File: src/rtl/zrt_pkg.sv
// ----------------------------------------------------------------------------
// zrt_pkg
// Shared types, constants and helpers for the zone relay timer table.
// ----------------------------------------------------------------------------
package zrt_pkg;

    localparam int SLOT_COUNT_DEF = 4;
    localparam int TIME_BITS_DEF  = 32;
    localparam int ZONE_COUNT     = 4;

    localparam logic [31:0] HOLD_TIME_RESET = 32'd1000;

    typedef enum logic [1:0] {
        OP_TICK = 2'd0,
        OP_ON   = 2'd1,
        OP_OFF  = 2'd2,
        OP_NOP  = 2'd3
    } t_opcode;

    typedef struct packed {
        logic [1:0]  opcode;
        logic [2:0]  zone_index;
        logic [31:0] run_duration;
        logic [31:0] current_time;
        logic        override_level;
    } t_req;

    typedef struct packed {
        logic       accepted;
        logic [3:0] relay_mask;
        logic [3:0] started_mask;
        logic [3:0] stopped_mask;
        logic       override_fired;
    } t_rsp;

    // relay bit of a zone; zones above 4 fall off the 4-bit mask
    function automatic logic [3:0] zone_bit(input logic [2:0] zone);
        logic [7:0] w;
        w = 8'd1 << (zone - 3'd1);
        return w[3:0];
    endfunction

endpackage

File: src/rtl/zrt_addcmp.sv
// ----------------------------------------------------------------------------
// zrt_addcmp
// Shared time unit: wrapped sum a + b, and sum < c.
// ----------------------------------------------------------------------------
module zrt_addcmp #(
    parameter int TIME_BITS = 32
) (
    input  logic [TIME_BITS-1:0] i_a,
    input  logic [TIME_BITS-1:0] i_b,
    input  logic [TIME_BITS-1:0] i_c,
    output logic [TIME_BITS-1:0] o_sum,
    output logic                 o_lt
);

    assign o_sum = i_a + i_b;
    assign o_lt  = o_sum < i_c;

endmodule

File: src/rtl/zone_relay_timer_table.sv
// ----------------------------------------------------------------------------
// zone_relay_timer_table
// Multi-zone relay timer: on/off commands claim and end slots, ticks start,
// time out and override-stop zones. One shared add/compare unit is walked
// over the slots by a small sequencer.
// ----------------------------------------------------------------------------
//  channel   signals                          direction
//  request   i_in_valid  o_in_stall  i_in_data   in  (t_req)
//  result    o_out_valid i_out_stall o_out_data  out (t_rsp)
//  config    i_cfg_we    i_cfg_wdata             in  (override hold time)
//
//  A tick runs one override step, then one slot per cycle through the shared
//  add/compare unit; on and off commands search the slots in turn and then
//  apply the command. Opcode three goes straight to the result step.
//  o_in_stall is high while a request is in work; a finished result waits in
//  the output register, and the sequencer holds in its last step only if a
//  second result is ready before the first is taken.
//  Reset is synchronous, active low; the table comes out empty.
// ----------------------------------------------------------------------------
module zone_relay_timer_table
    import zrt_pkg::*;
#(
    parameter int SLOT_COUNT = SLOT_COUNT_DEF,
    parameter int TIME_BITS  = TIME_BITS_DEF
) (
    input  logic        i_clk,
    input  logic        i_rst_n,
    input  logic        i_in_valid,
    output logic        o_in_stall,
    input  t_req        i_in_data,
    output logic        o_out_valid,
    input  logic        i_out_stall,
    output t_rsp        o_out_data,
    input  logic        i_cfg_we,
    input  logic [31:0] i_cfg_wdata
);

    localparam int IDX_W = (SLOT_COUNT > 1) ? $clog2(SLOT_COUNT) : 1;
    localparam logic [IDX_W-1:0] LAST_IDX = IDX_W'(SLOT_COUNT - 1);

    typedef enum logic [2:0] {
        S_IDLE,
        S_OVR,
        S_SCAN,
        S_FIND,
        S_CMD,
        S_DONE
    } t_state;

    t_state r_state;
    t_req   r_req;
    t_rsp   r_out;
    logic   r_out_valid;

    logic [31:0]          r_hold;
    logic [2:0]           r_slot_zone     [SLOT_COUNT];
    logic [31:0]          r_slot_duration [SLOT_COUNT];
    logic [TIME_BITS-1:0] r_slot_start    [SLOT_COUNT];
    logic [TIME_BITS-1:0] r_slot_end      [SLOT_COUNT];
    logic                 r_slot_started  [SLOT_COUNT];
    logic                 r_slot_end_set  [SLOT_COUNT];
    logic [3:0]           r_relay;
    logic                 r_held;
    logic [TIME_BITS-1:0] r_since;

    logic [IDX_W-1:0] r_idx;
    logic             r_hit;
    logic [IDX_W-1:0] r_hit_idx;
    logic             r_free;
    logic [IDX_W-1:0] r_free_idx;
    logic             r_acc;
    logic [3:0]       r_started;
    logic [3:0]       r_stopped;
    logic             r_fired;

    logic                 n_held;
    logic [TIME_BITS-1:0] n_since;
    logic [3:0]           n_occ_mask;

    logic [TIME_BITS-1:0] w_now;
    logic [2:0]           w_cur_zone;
    logic [3:0]           w_cur_bit;
    logic                 w_zone_ok;
    logic [TIME_BITS-1:0] w_a;
    logic [TIME_BITS-1:0] w_b;
    logic [TIME_BITS-1:0] w_sum;
    logic                 w_lt;

    assign w_now      = TIME_BITS'(r_req.current_time);
    assign w_cur_zone = r_slot_zone[r_idx];
    assign w_cur_bit  = zone_bit(w_cur_zone);
    assign w_zone_ok  = (r_req.zone_index != 3'd0) &&
                        (r_req.zone_index <= 3'(ZONE_COUNT));

    assign o_in_stall  = (r_state != S_IDLE);
    assign o_out_valid = r_out_valid;
    assign o_out_data  = r_out;

    // override pin tracking for the tick in work
    always_comb begin
        n_held  = r_held;
        n_since = r_since;
        if (!r_req.override_level && !r_held) begin
            n_held  = 1'b1;
            n_since = w_now;
        end else if (r_req.override_level && r_held) begin
            n_held = 1'b0;
        end
    end

    always_comb begin
        n_occ_mask = 4'd0;
        for (int i = 0; i < SLOT_COUNT; i++) begin
            if (r_slot_zone[i] != 3'd0) begin
                n_occ_mask = n_occ_mask | zone_bit(r_slot_zone[i]);
            end
        end
    end

    // operand select: override deadline, end = start + duration,
    // or timeout test end + 0 < now
    always_comb begin
        w_a = r_slot_end[r_idx];
        w_b = '0;
        if (r_state == S_OVR) begin
            w_a = n_since;
            w_b = TIME_BITS'(r_hold);
        end else if (!r_slot_end_set[r_idx]) begin
            w_a = r_slot_started[r_idx] ? r_slot_start[r_idx] : w_now;
            w_b = TIME_BITS'(r_slot_duration[r_idx]);
        end
    end

    zrt_addcmp #(
        .TIME_BITS(TIME_BITS)
    ) u_addcmp (
        .i_a  (w_a),
        .i_b  (w_b),
        .i_c  (w_now),
        .o_sum(w_sum),
        .o_lt (w_lt)
    );

    always_ff @(posedge i_clk) begin
        if (!i_rst_n) begin
            r_state     <= S_IDLE;
            r_out_valid <= 1'b0;
            r_hold      <= HOLD_TIME_RESET;
            r_relay     <= 4'd0;
            r_held      <= 1'b0;
            r_since     <= '0;
            r_idx       <= '0;
            for (int i = 0; i < SLOT_COUNT; i++) begin
                r_slot_zone[i]    <= 3'd0;
                r_slot_started[i] <= 1'b0;
                r_slot_end_set[i] <= 1'b0;
            end
        end else begin
            if (i_cfg_we) begin
                r_hold <= i_cfg_wdata;
            end
            // in S_DONE the load below covers a taken result
            if (r_out_valid && !i_out_stall && (r_state != S_DONE)) begin
                r_out_valid <= 1'b0;
            end

            unique case (r_state)
                S_IDLE: begin
                    if (i_in_valid) begin
                        r_req     <= i_in_data;
                        r_idx     <= '0;
                        r_acc     <= 1'b0;
                        r_started <= 4'd0;
                        r_stopped <= 4'd0;
                        r_fired   <= 1'b0;
                        r_hit     <= 1'b0;
                        r_free    <= 1'b0;
                        unique case (t_opcode'(i_in_data.opcode)) inside
                            OP_TICK:       r_state <= S_OVR;
                            OP_ON, OP_OFF: r_state <= S_FIND;
                            default:       r_state <= S_DONE;
                        endcase
                    end
                end

                S_OVR: begin
                    r_acc   <= 1'b1;
                    r_held  <= n_held && !w_lt;
                    r_since <= n_since;
                    if (n_held && w_lt) begin
                        r_fired   <= 1'b1;
                        r_stopped <= n_occ_mask;
                        r_relay   <= r_relay & ~n_occ_mask;
                        for (int i = 0; i < SLOT_COUNT; i++) begin
                            r_slot_zone[i]    <= 3'd0;
                            r_slot_started[i] <= 1'b0;
                            r_slot_end_set[i] <= 1'b0;
                        end
                    end
                    r_state <= S_SCAN;
                end

                S_SCAN: begin
                    if (w_cur_zone != 3'd0) begin
                        if (!r_slot_end_set[r_idx]) begin
                            if (!r_slot_started[r_idx]) begin
                                r_slot_started[r_idx] <= 1'b1;
                                r_slot_start[r_idx]   <= w_now;
                                r_relay               <= r_relay | w_cur_bit;
                                r_started             <= r_started | w_cur_bit;
                            end
                            if (r_slot_duration[r_idx] != 32'd0) begin
                                r_slot_end[r_idx]     <= w_sum;
                                r_slot_end_set[r_idx] <= 1'b1;
                            end
                        end else if (w_lt) begin
                            // end time passed: release the slot
                            r_slot_zone[r_idx]    <= 3'd0;
                            r_slot_started[r_idx] <= 1'b0;
                            r_slot_end_set[r_idx] <= 1'b0;
                            r_relay               <= r_relay & ~w_cur_bit;
                            r_stopped             <= r_stopped | w_cur_bit;
                        end
                    end
                    r_idx <= r_idx + IDX_W'(1);
                    if (r_idx == LAST_IDX) begin
                        r_state <= S_DONE;
                    end
                end

                S_FIND: begin
                    if (w_cur_zone == r_req.zone_index) begin
                        r_hit     <= 1'b1;
                        r_hit_idx <= r_idx;
                    end
                    if (w_cur_zone == 3'd0 && !r_free) begin
                        r_free     <= 1'b1;
                        r_free_idx <= r_idx;
                    end
                    r_idx <= r_idx + IDX_W'(1);
                    if (r_idx == LAST_IDX) begin
                        r_state <= S_CMD;
                    end
                end

                S_CMD: begin
                    if (t_opcode'(r_req.opcode) == OP_ON) begin
                        if (w_zone_ok && !r_hit && r_free) begin
                            r_slot_zone[r_free_idx]     <= r_req.zone_index;
                            r_slot_duration[r_free_idx] <= r_req.run_duration;
                            r_slot_started[r_free_idx]  <= 1'b0;
                            r_slot_end_set[r_free_idx]  <= 1'b0;
                            r_acc                       <= 1'b1;
                        end
                    end else if (w_zone_ok && r_hit) begin
                        r_slot_end[r_hit_idx]     <= w_now;
                        r_slot_end_set[r_hit_idx] <= 1'b1;
                        r_acc                     <= 1'b1;
                    end
                    r_state <= S_DONE;
                end

                S_DONE: begin
                    if (!r_out_valid || !i_out_stall) begin
                        r_out.accepted       <= r_acc;
                        r_out.relay_mask     <= r_relay;
                        r_out.started_mask   <= r_started;
                        r_out.stopped_mask   <= r_stopped;
                        r_out.override_fired <= r_fired;
                        r_out_valid          <= 1'b1;
                        r_state              <= S_IDLE;
                    end
                end

                default: r_state <= S_IDLE;
            endcase
        end
    end

endmodule
File: config.mk
export PLATFORM = sky130hd
export DESIGN_NAME = zone_relay_timer_table
export DESIGN_NICKNAME = d
export VERILOG_FILES = /design/src/rtl/zrt_pkg.sv /design/src/rtl/zrt_addcmp.sv /design/src/rtl/zone_relay_timer_table.sv
export SDC_FILE = /design/constraint.sdc
export NUM_CORES = 1
export LEC_CHECK = 0
export BUFFER_PORTS_ARGS = -buffer_cell sky130_fd_sc_hd__buf_2
export CORE_ASPECT_RATIO = 1.25
export CORE_MARGIN = 5
export CORE_UTILIZATION = 40
export DETAILED_ROUTE_END_ITERATION = 16
export PLACE_DENSITY = 0.65
export SYNTH_ARGS = -nofsm -noshare
export SYNTH_HDL_FRONTEND = slang
export SYNTH_SLANG_ARGS = --single-unit
export TNS_END_PERCENT = 50
File: constraint.sdc
create_clock -name i_clk -period 8.4 [get_ports i_clk]
set_input_delay 0.84 -clock i_clk [delete_from_list [all_inputs] [get_ports i_clk]]
set_output_delay 0.84 -clock i_clk [all_outputs]
set_load 0.01 [all_outputs]
## Yosys cells after proc, flatten, opt, wreduce, memory -nomap -nowiden

Memories as Yosys holds them, arrays and structs flattened. A register that Yosys moved wholly into a read port is not among the register bits.
Cells that the tools add are included.

- Flip-flop bits (word level): 175
- RAM bits: 404
- Input port bits: 107
- Word-level logic and storage cells: 289
- Memories kept: 6

- Add/sub/neg operators: 7
- Order comparisons: 2
- Eq/ne operators: 27
- Shift-type cells: 5
- Muxes and demuxes: 133
- Bitwise operators: 24
- Reductions and logical operators: 60

Memories:

| memory | depth | width | read ports | clocked after Yosys merged registers in | write ports | line | source |
|---|---|---|---|---|---|---|---|
| r_slot_duration | 4 | 32 | 1 | 1 | 1 | zone_relay_timer_table.sv:57 | `logic [31:0] r_slot_duration [SLOT_COUNT];` |
| r_slot_end | 4 | 32 | 1 | 1 | 1 | zone_relay_timer_table.sv:59 | `logic [TIME_BITS-1:0] r_slot_end [SLOT_COUNT];` |
| r_slot_start | 4 | 32 | 1 | 1 | 1 | zone_relay_timer_table.sv:58 | `logic [TIME_BITS-1:0] r_slot_start [SLOT_COUNT];` |
| r_slot_zone | 4 | 3 | 5 | 1 | 4 | zone_relay_timer_table.sv:56 | `logic [2:0] r_slot_zone [SLOT_COUNT];` |
| r_slot_end_set | 4 | 1 | 1 | 1 | 4 | zone_relay_timer_table.sv:61 | `logic r_slot_end_set [SLOT_COUNT];` |
| r_slot_started | 4 | 1 | 1 | 1 | 4 | zone_relay_timer_table.sv:60 | `logic r_slot_started [SLOT_COUNT];` |

Operators with widths:

| kind | number |
|---|---|
| two-way mux 32 bit | 7 |
| two-way mux 1 bit | 68 |
| two-way mux 4 bit | 17 |
| two-way mux 2 bit | 21 |
| adder 32 bit | 1 |
| < comparator 32 bit | 1 |
| nonzero test 32 bit | 1 |
| OR reduction 32 bit | 1 |
| two-way mux 3 bit | 10 |
| nonzero test 3 bit | 9 |
| bitwise OR 4 bit | 6 |
| inequality test 2 bit, second input constant | 11 |
| left shift 1 x 3 -> 4 bit, first input constant | 5 |
| case mux 3 bit (6 select lines) | 1 |
| case mux 4 bit (2 select lines) | 2 |
| AND reduction 4 bit | 4 |
| inequality test 3 bit, second input constant | 5 |
| subtractor 3 x 1 -> 3 bit, second input constant | 5 |
| bitwise OR 1 bit | 14 |
| case mux 4 bit (3 select lines) | 1 |
| AND reduction 3 bit | 4 |
| logical AND 1 bit | 11 |
| AND reduction 5 bit | 2 |
| nonzero test 2 bit | 5 |
| 25 further kinds | 46 |

## Longest topological paths before layout

Gate-level depths: netlist (run 1).

- Depth after elaboration: 17
- Mapped depth: 28
- Mapped depth without buffers: 24

## Cells and area by module

From an unflattened synthesis (run 1), not the netlist that was laid out.

- Cell total of the unflattened synthesis: 1820
- Area total of the unflattened synthesis: 26083.8 µm²

Modules (own cells, without submodules):

| module | times used | cells an instance | area an instance (µm²) |
|---|---|---|---|
| zone_relay_timer_table | 1 | 1469 | 23583.9 |
| zrt_addcmp | 1 | 351 | 2499.9 |

## Worst setup path before layout (run 1)

No wires, ideal clock.

- Path type: register to register
- From: reg (tool-made name)
- To: mem r_slot_end[0][0] (enable)
- Setup time: 0.461 ns
- Arrival time: 7.986 ns
- Path slack: -0.047 ns
- Cell stages (with the launch flop): 29
- Buffers on the path: 4
- Clock period less this slack: 8.447 ns
- Cells stage by stage: dfxtp_1 > buf_6 > buf_6 > buf_2 > buf_2 > mux4_2 > mux2i_1 > nor2_1 > a211oi_1 > a21oi_1 > ha_1 > fa_1 > a21oi_1 > o211ai_1 > nand2_1 > o31ai_2 > a211oi_1 > o31ai_1 > a21oi_1 > xnor2_1 > ha_1 > nand4_1 > nor4_1 > nand2_1 > nor3_1 > o31a_1 > nor2_4 > a31o_2 > nor3_1

RTL lines:

| item | line |
|---|---|
| end: declaration | zone_relay_timer_table.sv:59 |

==> metrics.yaml, run 1 <==
status:
  status: "finished clean"
floorplanning:
  die_w_um: 237.7
  top_level_ports: 123
  core_mm2: 0.06428
  initial_utilization_pct: 40.33
  dieHeight_um: 294.6
  rows: 104
  die_area_mm2: 0.07003
global_routing:
  globalRouteTotalUtil_pct: 17.82
  antenna_found_initial: 0
  grt_max_degree: 67
  grt_first_pass_wirelength_mm: 97.10
  grt_pass1_vias: 16520
  grt_overflow: 0
logic_synthesis:
  synthCells: 1866
  ys_dominant_reg_cell: "edfxtp_1"
  syn_avg_cell_area_um2: 13.89
  yosys_warnings: 0
  netlist_area_mm2: 0.02592
  synth-edff-count: 498
  synthArstFlopShare_pct: 0
  synth_nets: 2043
  synth_cell_types: 72
  ys_seq_area_share_pct: 64.10
  synth-seq-cells: 581
cells_and_area:
  nNetsFinal: 2160
  finish.utilization_pct: 45.83
  layout-drive-gt1-share_pct: 19.14
  n_antenna_cell: 0
  fin_area_mm2: 0.02946
  area_growth_pct: 13.64
place:
  port_buffers: 122
  place_area_mm2: 0.02758
  dpl.hpwl_mm: 42.20
  place.gp.congestion: 0.8628
power:
  p_total_mw: 13.49
  leakagePower_nw: 10.35
  p_per_area_mw_per_mm2: 457.8
  peakVddDrop_uv: 248.0
worst_setup_path:
  r2r_slack_ns: 0.72
  cp_slowest_stage_delay_ns: 0.87
  cp_common_cell: "a21oi_1"
  crit_path_max_fanout: 32
  worstPathArrival_ns: 7.92
  startpoint_type: "register"
  worst_r2r_path_depth: 25
  crit_type: "reg2reg"
  critPathCaptureType: "register"
  cp_slowest_cell: "mux4_2"
  required_ns: 8.65
cts:
  clk_pin_slew_ns: 0.07
  cts_resized: 0
  cts_root_buffer: "clkbuf_16"
  cts_tree: "yes"
  htree_levels: 2
  clockBufferDepth: 3
  worst_skew_pair.late_latency_ns: 0.62
  postCtsSetupBuffers: 0
  hold_buffers: 0
  numCtsBuffers: 57
  cts_sinks: 581
route:
  drc: 0
  wirelength_mm: 63.27
  drt-initial-drc-count: 1241
  wire_per_inst_um: 21.97
  via_count: 15980
  first_pass_iters: 5
  viasPerCell: 5.549
  postRouteAntennaNets: 0
sta:
  final_hold_viol_count: 0
  relSlewSlack_pct: 21.57
  finalCritPeriodShare_pct: 91.38
  tns_ns: 0
  tightest_slew_ns: 1.176
  skew_ns: 0.02101
  finalMaxSlewViolations: 0
  fmax_mhz: 130.3
  finalSetupViolCount: 0
  fin_crit_ns: 7.676
  rsz0062_at_grt: "no"
min_path:
  min_path_type: "in2reg"
  min_path_cells: 1
job:
  cap_violations: 0
-- sequential cells by signal (all words and copies together), names as in the netlist, 2 cells and up, named ones only --
| register | flops |
|---|---|
| r_slot_duration | 128 |
| r_slot_end | 128 |
| r_slot_start | 128 |
| r_req | 38 |
| r_hold | 32 |
| r_since | 32 |
| w_now | 32 |
| o_out_data | 14 |
| r_slot_zone | 12 |
| r_slot_end_set | 4 |
| r_slot_started | 4 |
| r_started | 4 |
| r_stopped | 4 |
| r_state | 3 |
| r_free_idx | 2 |
| r_hit_idx | 2 |
| r_idx | 2 |
-- per-layer routing --
layer | routed length, um | vias to the layer above | GRT usage [%]
met5 | 0 | - | 0
met3 | 3478 | 135 | 3.435
met1 | 25850 | 7982 | 22.67
met4 | 2607 | 0 | 7.238
li1 | - | 7363 | -
met2 | 31330 | 501 | 30.14
-- path summary, 6_finish.rpt --
path	startpoint	endpoint
worst min-delay path	i_in_data[14]	w_now[13]$_DFFE_PP_
worst max register to register	register	r_slot_end[0][12]$_DFFE_PP_
worst min register to register	r_stopped[2]$_DFFE_PP_	o_out_data[3]$_DFFE_PP_
worst max-delay path	register	r_slot_end[0][12]$_DFFE_PP_
-- power breakdown --
part	switching (mW)	total, mW	internal, mW	leakage (nW)
clock network	1.13	2.53	1.41	0.923
logic	4.07	6.60	2.53	4.22
registers	0.200	4.35	4.15	5.20
total	5.39	13.5	8.09	10.3
-- critical path, delay by kind of cell (launching register included) --
family / cells / cell delay, ns
AOI/OAI and AO/OA: 10 / 2.56
and+or+nand+nor: 8 / 1.44
muxes: 2 / 1.11
adders and majority gates: 3 / 0.95
DFF: 1 / 0.61
buffers and inverters: 1 / 0.48
xor gates and xnor gates: 1 / 0.09
-- layout make-up --
type                            instances  area [um2]
Clock inverter                         38       311.5
Clock buffer                           70        1567
Inverter                               59       221.5
Timing Repair Buffer                  154       900.9
Fill cell                            5701       34820
Multi-Input combinational cell       1130        8775
Sequential cell                       581       16620
Tap cell                              848        1061
-- logic make-up after synthesis --
logic type / share of synthesized area, %
XOR/XNOR: 1.149
buffers and inverters: 2.428
AO/OA/AOI/OAI: 8.080
flip-flops: 64.10
multiplexers: 12.18
adder cells (fa/ha/maj): 3.408
AND/OR/NAND/NOR: 8.664
-- metrics by stage --
| step | setup slack [ns] | hold slack, ns | cells |
|---|---|---|---|
| after global routing | 0.1675 | 0.3677 | 2880 |
| after global placement | 0.7866 | 0.4412 | 2772 |
| after floorplan | -0.005688 | 0.4003 | 1866 |
| final | 0.7245 | 0.3959 | 2880 |
| after CTS | 0.7205 | 0.3574 | 2880 |
| after detailed placement | 0.7538 | 0.4360 | 2772 |
-- cells in the mapped netlist (42+ instances only) --
library cell	count	area [um2]
edfxtp_1	498	14950
clkbuf_1	70	262.8
inv_1	59	221.5
nand2_1	193	724.4
mux4_2	88	1982
nor2_1	155	581.8
mux2i_1	71	710.7
a21oi_1	158	790.8
nand3_1	42	210.2
o21ai_0	45	225.2
dfxtp_1	83	1662
ha_1	69	863.3
-- cells in the final DEF (no fill, tap or decap), types with 11 or more instances in the layout --
| cell type | count |
|---|---|
| nor2_1 | 150 |
| a21o_1 | 17 |
| mux4_1 | 12 |
| a21oi_1 | 158 |
| nor4_1 | 13 |
| ha_1 | 69 |
| dfxtp_1 | 81 |
| and2_1 | 14 |
| and3_1 | 12 |
| inv_1 | 57 |
| edfxtp_1 | 498 |
| nand3_1 | 41 |
| mux2_2 | 12 |
| a211oi_1 | 40 |
| buf_2 | 122 |
| o22ai_1 | 12 |
| xnor2_1 | 23 |
| buf_4 | 28 |
| mux2i_1 | 71 |
| nor3_1 | 11 |
| clkbuf_16 | 58 |
| mux4_2 | 88 |
| xor2_1 | 11 |
| clkinv_2 | 12 |
| nand2_1 | 192 |
| nand4_1 | 11 |
| o21ai_0 | 45 |
Power figures use the tool's default switching activity.
==> inputs of run 2 (changes only) <==
Settings changed: ABC_AREA set to 1.
==> metrics.yaml, run 2 <==
global_routing:
  grt_first_pass_wirelength_mm: 114.8
  grt_overflow: 0
  antenna_found_initial: 1
  globalRouteTotalUtil_pct: 20.92
  grt_pass1_vias: 19400
  grt_max_degree: 92
power:
  peakVddDrop_uv: 185.0
  p_per_area_mw_per_mm2: 459.6
  p_total_mw: 13.65
  leakagePower_nw: 11.21
logic_synthesis:
  synth-seq-cells: 581
  synth-simple-area-share_pct: 15.68
  synthMostInstantiatedCell: "nand2_1"
  ys_dominant_reg_cell: "edfxtp_1"
  synthCells: 2548
  synth-edff-count: 498
  netlist_area_mm2: 0.02629
  syn_avg_cell_area_um2: 10.32
  synth_cell_types: 55
  synth_area_leaders: "edfxtp_1 57%, nand2_1 7.8%, dfxtp_1 6.3%"
  synth_top_family_by_area: "simple AND/OR/NAND/NOR gates"
  synth_compound_area_share_pct: 12.50
  synthTopCellsByCount: "547 x nand2_1, 498 x edfxtp_1, 271 x o21ai_0"
  synthAdderAreaFrac_pct: 3.360
  yosysTopAreaCellShare_pct: 56.89
  ys_seq_area_share_pct: 63.21
  synthXorXnorAreaFrac_pct: 0.9282
  synthMuxAreaShare_pct: 0
  synth_nets: 2725
  yosys_warnings: 0
  synthArstFlopShare_pct: 0
  yosysTopAreaCell: "edfxtp_1"
cells_and_area:
  n_antenna_cell: 0
  finish.utilization_pct: 45.37
  area_growth_pct: 12.93
  final_common_cell: "nand2_1"
  top_regs: "r_slot_duration x128, r_slot_end x128, r_slot_start x128"
  final_cell_mix: "547 x nand2_1, 498 x edfxtp_1, 271 x o21ai_0"
  nNetsFinal: 2816
  fill_cells: 6077
  layout-drive-gt1-share_pct: 10.73
cts:
  cts_tree: "yes"
  htree_levels: 2
  clk_pin_slew_ns: 0.06
  worst_skew_pair.late_latency_ns: 0.63
  clockBufferDepth: 3
  cts_sinks: 581
  cts_resized: 0
  hold_buffers: 0
  numCtsBuffers: 57
  postCtsSetupBuffers: 0
  cts_root_buffer: "clkbuf_16"
sta:
  fin_crit_ns: 7.457
  holdWs_ns: 0.3818
  tns_ns: 0
  fmax_mhz: 134.1
  tightest_slew_ns: 1.156
  rsz0062_at_grt: "no"
  finalSetupViolCount: 0
  finalMaxSlewViolations: 0
  relSlewSlack_pct: 22.85
  final_hold_viol_count: 0
  finalCritPeriodShare_pct: 88.77
  skew_ns: 0.02864
floorplanning:
  rows: 105
  core_mm2: 0.06543
  die_area_mm2: 0.07097
  top_level_ports: 123
  initial_utilization_pct: 40.18
  dieHeight_um: 296.6
  die_w_um: 239.3
worst_setup_path:
  required_ns: 8.66
  crit_path_max_fanout: 91
  worstPathArrival_ns: 7.72
  critPathCaptureType: "register"
  startpoint_type: "register"
  crit_type: "reg2reg"
place:
  place.gp.congestion: 0.9592
  dpl.hpwl_mm: 52.55
  port_buffers: 122
route:
  drc: 0
  first_pass_iters: 6
  wire_per_inst_um: 21.42
  viasPerCell: 5.492
  postRouteAntennaNets: 0
  wirelength_mm: 75.84
  drt-initial-drc-count: 1581
  via_count: 19450
status:
  status: "finished clean"
min_path:
  min_path_type: "in2reg"
job:
  cap_violations: 0
-- run 2: where the power goes --
group          internal, mW  switching (mW)  total (mW)
clock                  1.54            1.10        2.65
sequential             4.10           0.211        4.31
combinational          1.97            4.72        6.69
-- run 2: area by class of cell --
| type | instances | area [um2] | area share, % |
|---|---|---|---|
| Tap cell | 856 | 1071 | 3.608 |
| Sequential cell | 581 | 16620 | 56.00 |
| Clock buffer | 72 | 1533 | 5.163 |
| Inverter | 151 | 569.3 | 1.918 |
| Timing Repair Buffer | 154 | 850.8 | 2.866 |
| Multi-Input combinational cell | 1694 | 8615 | 29.02 |
| Clock inverter | 33 | 424.2 | 1.429 |
-- run 2: cell families after synthesis --
| kind of cell | count (synthesis) |
|---|---|
| xor gates and xnor gates | 27 |
| adders and majority gates | 70 |
| and+or+nand+nor | 1003 |
| AOI/OAI and AO/OA | 594 |
| buffers and inverters | 273 |
| DFF | 581 |
-- run 2: layer usage --
layer,up-vias,share of wire (%),global-route usage (%)
li1,9156,-,-
met1,9481,40,25.94
met2,644,50,36.82
met3,163,5.0,2.810
met4,2,4.6,8.924
met5,-,0.018,0
-- run 2: path summary, 6_finish.rpt --
kind                            cells past startpoint  slack, ns               from                 endpoint
worst max-delay path                               25       0.94           register   r_stopped[0]$_DFFE_PP_
worst min-delay path                                1       0.38      i_in_data[64]      r_req[64]$_DFFE_PP_
worst max register to register                     25       0.94           register   r_stopped[0]$_DFFE_PP_
worst min register to register                      0       0.43  r_fired$_DFFE_PP_  o_out_data[0]$_DFFE_PP_
-- run 2: stage by stage --
step | cell area, um2 | instances | setup WS, ns
after CTS | 29690 | 3541 | 1.072
after floorplan | 26290 | 2548 | 3.329
after detailed placement | 27730 | 3436 | 1.085
after global placement | 27730 | 3436 | 1.168
after global routing | 29690 | 3541 | 0.5102
final | 29690 | 3541 | 0.9430
-- run 2: critical path: stages, from the launching register on --
cell and delay (ns):
dfxtp_4 0.79, buf_4 0.82, o21ai_0 0.22, o22ai_1 0.34, nand2_1 0.16, o21ai_0 0.22
a21oi_1 0.13, o21ai_0 0.42, ha_1 0.38, a21o_1 0.20, a21oi_1 0.30, o21ai_0 0.28
nand2_1 0.12, nand2_1 0.09, a21oi_1 0.22, nand2_1 0.10, and2_1 0.21, ha_1 0.19
a21oi_1 0.15, o21a_1 0.12, nand2_1 0.06, a21oi_1 0.26, nand3_1 0.20, nand2_1 0.28
nand2_1 0.11, a211oi_1 0.54
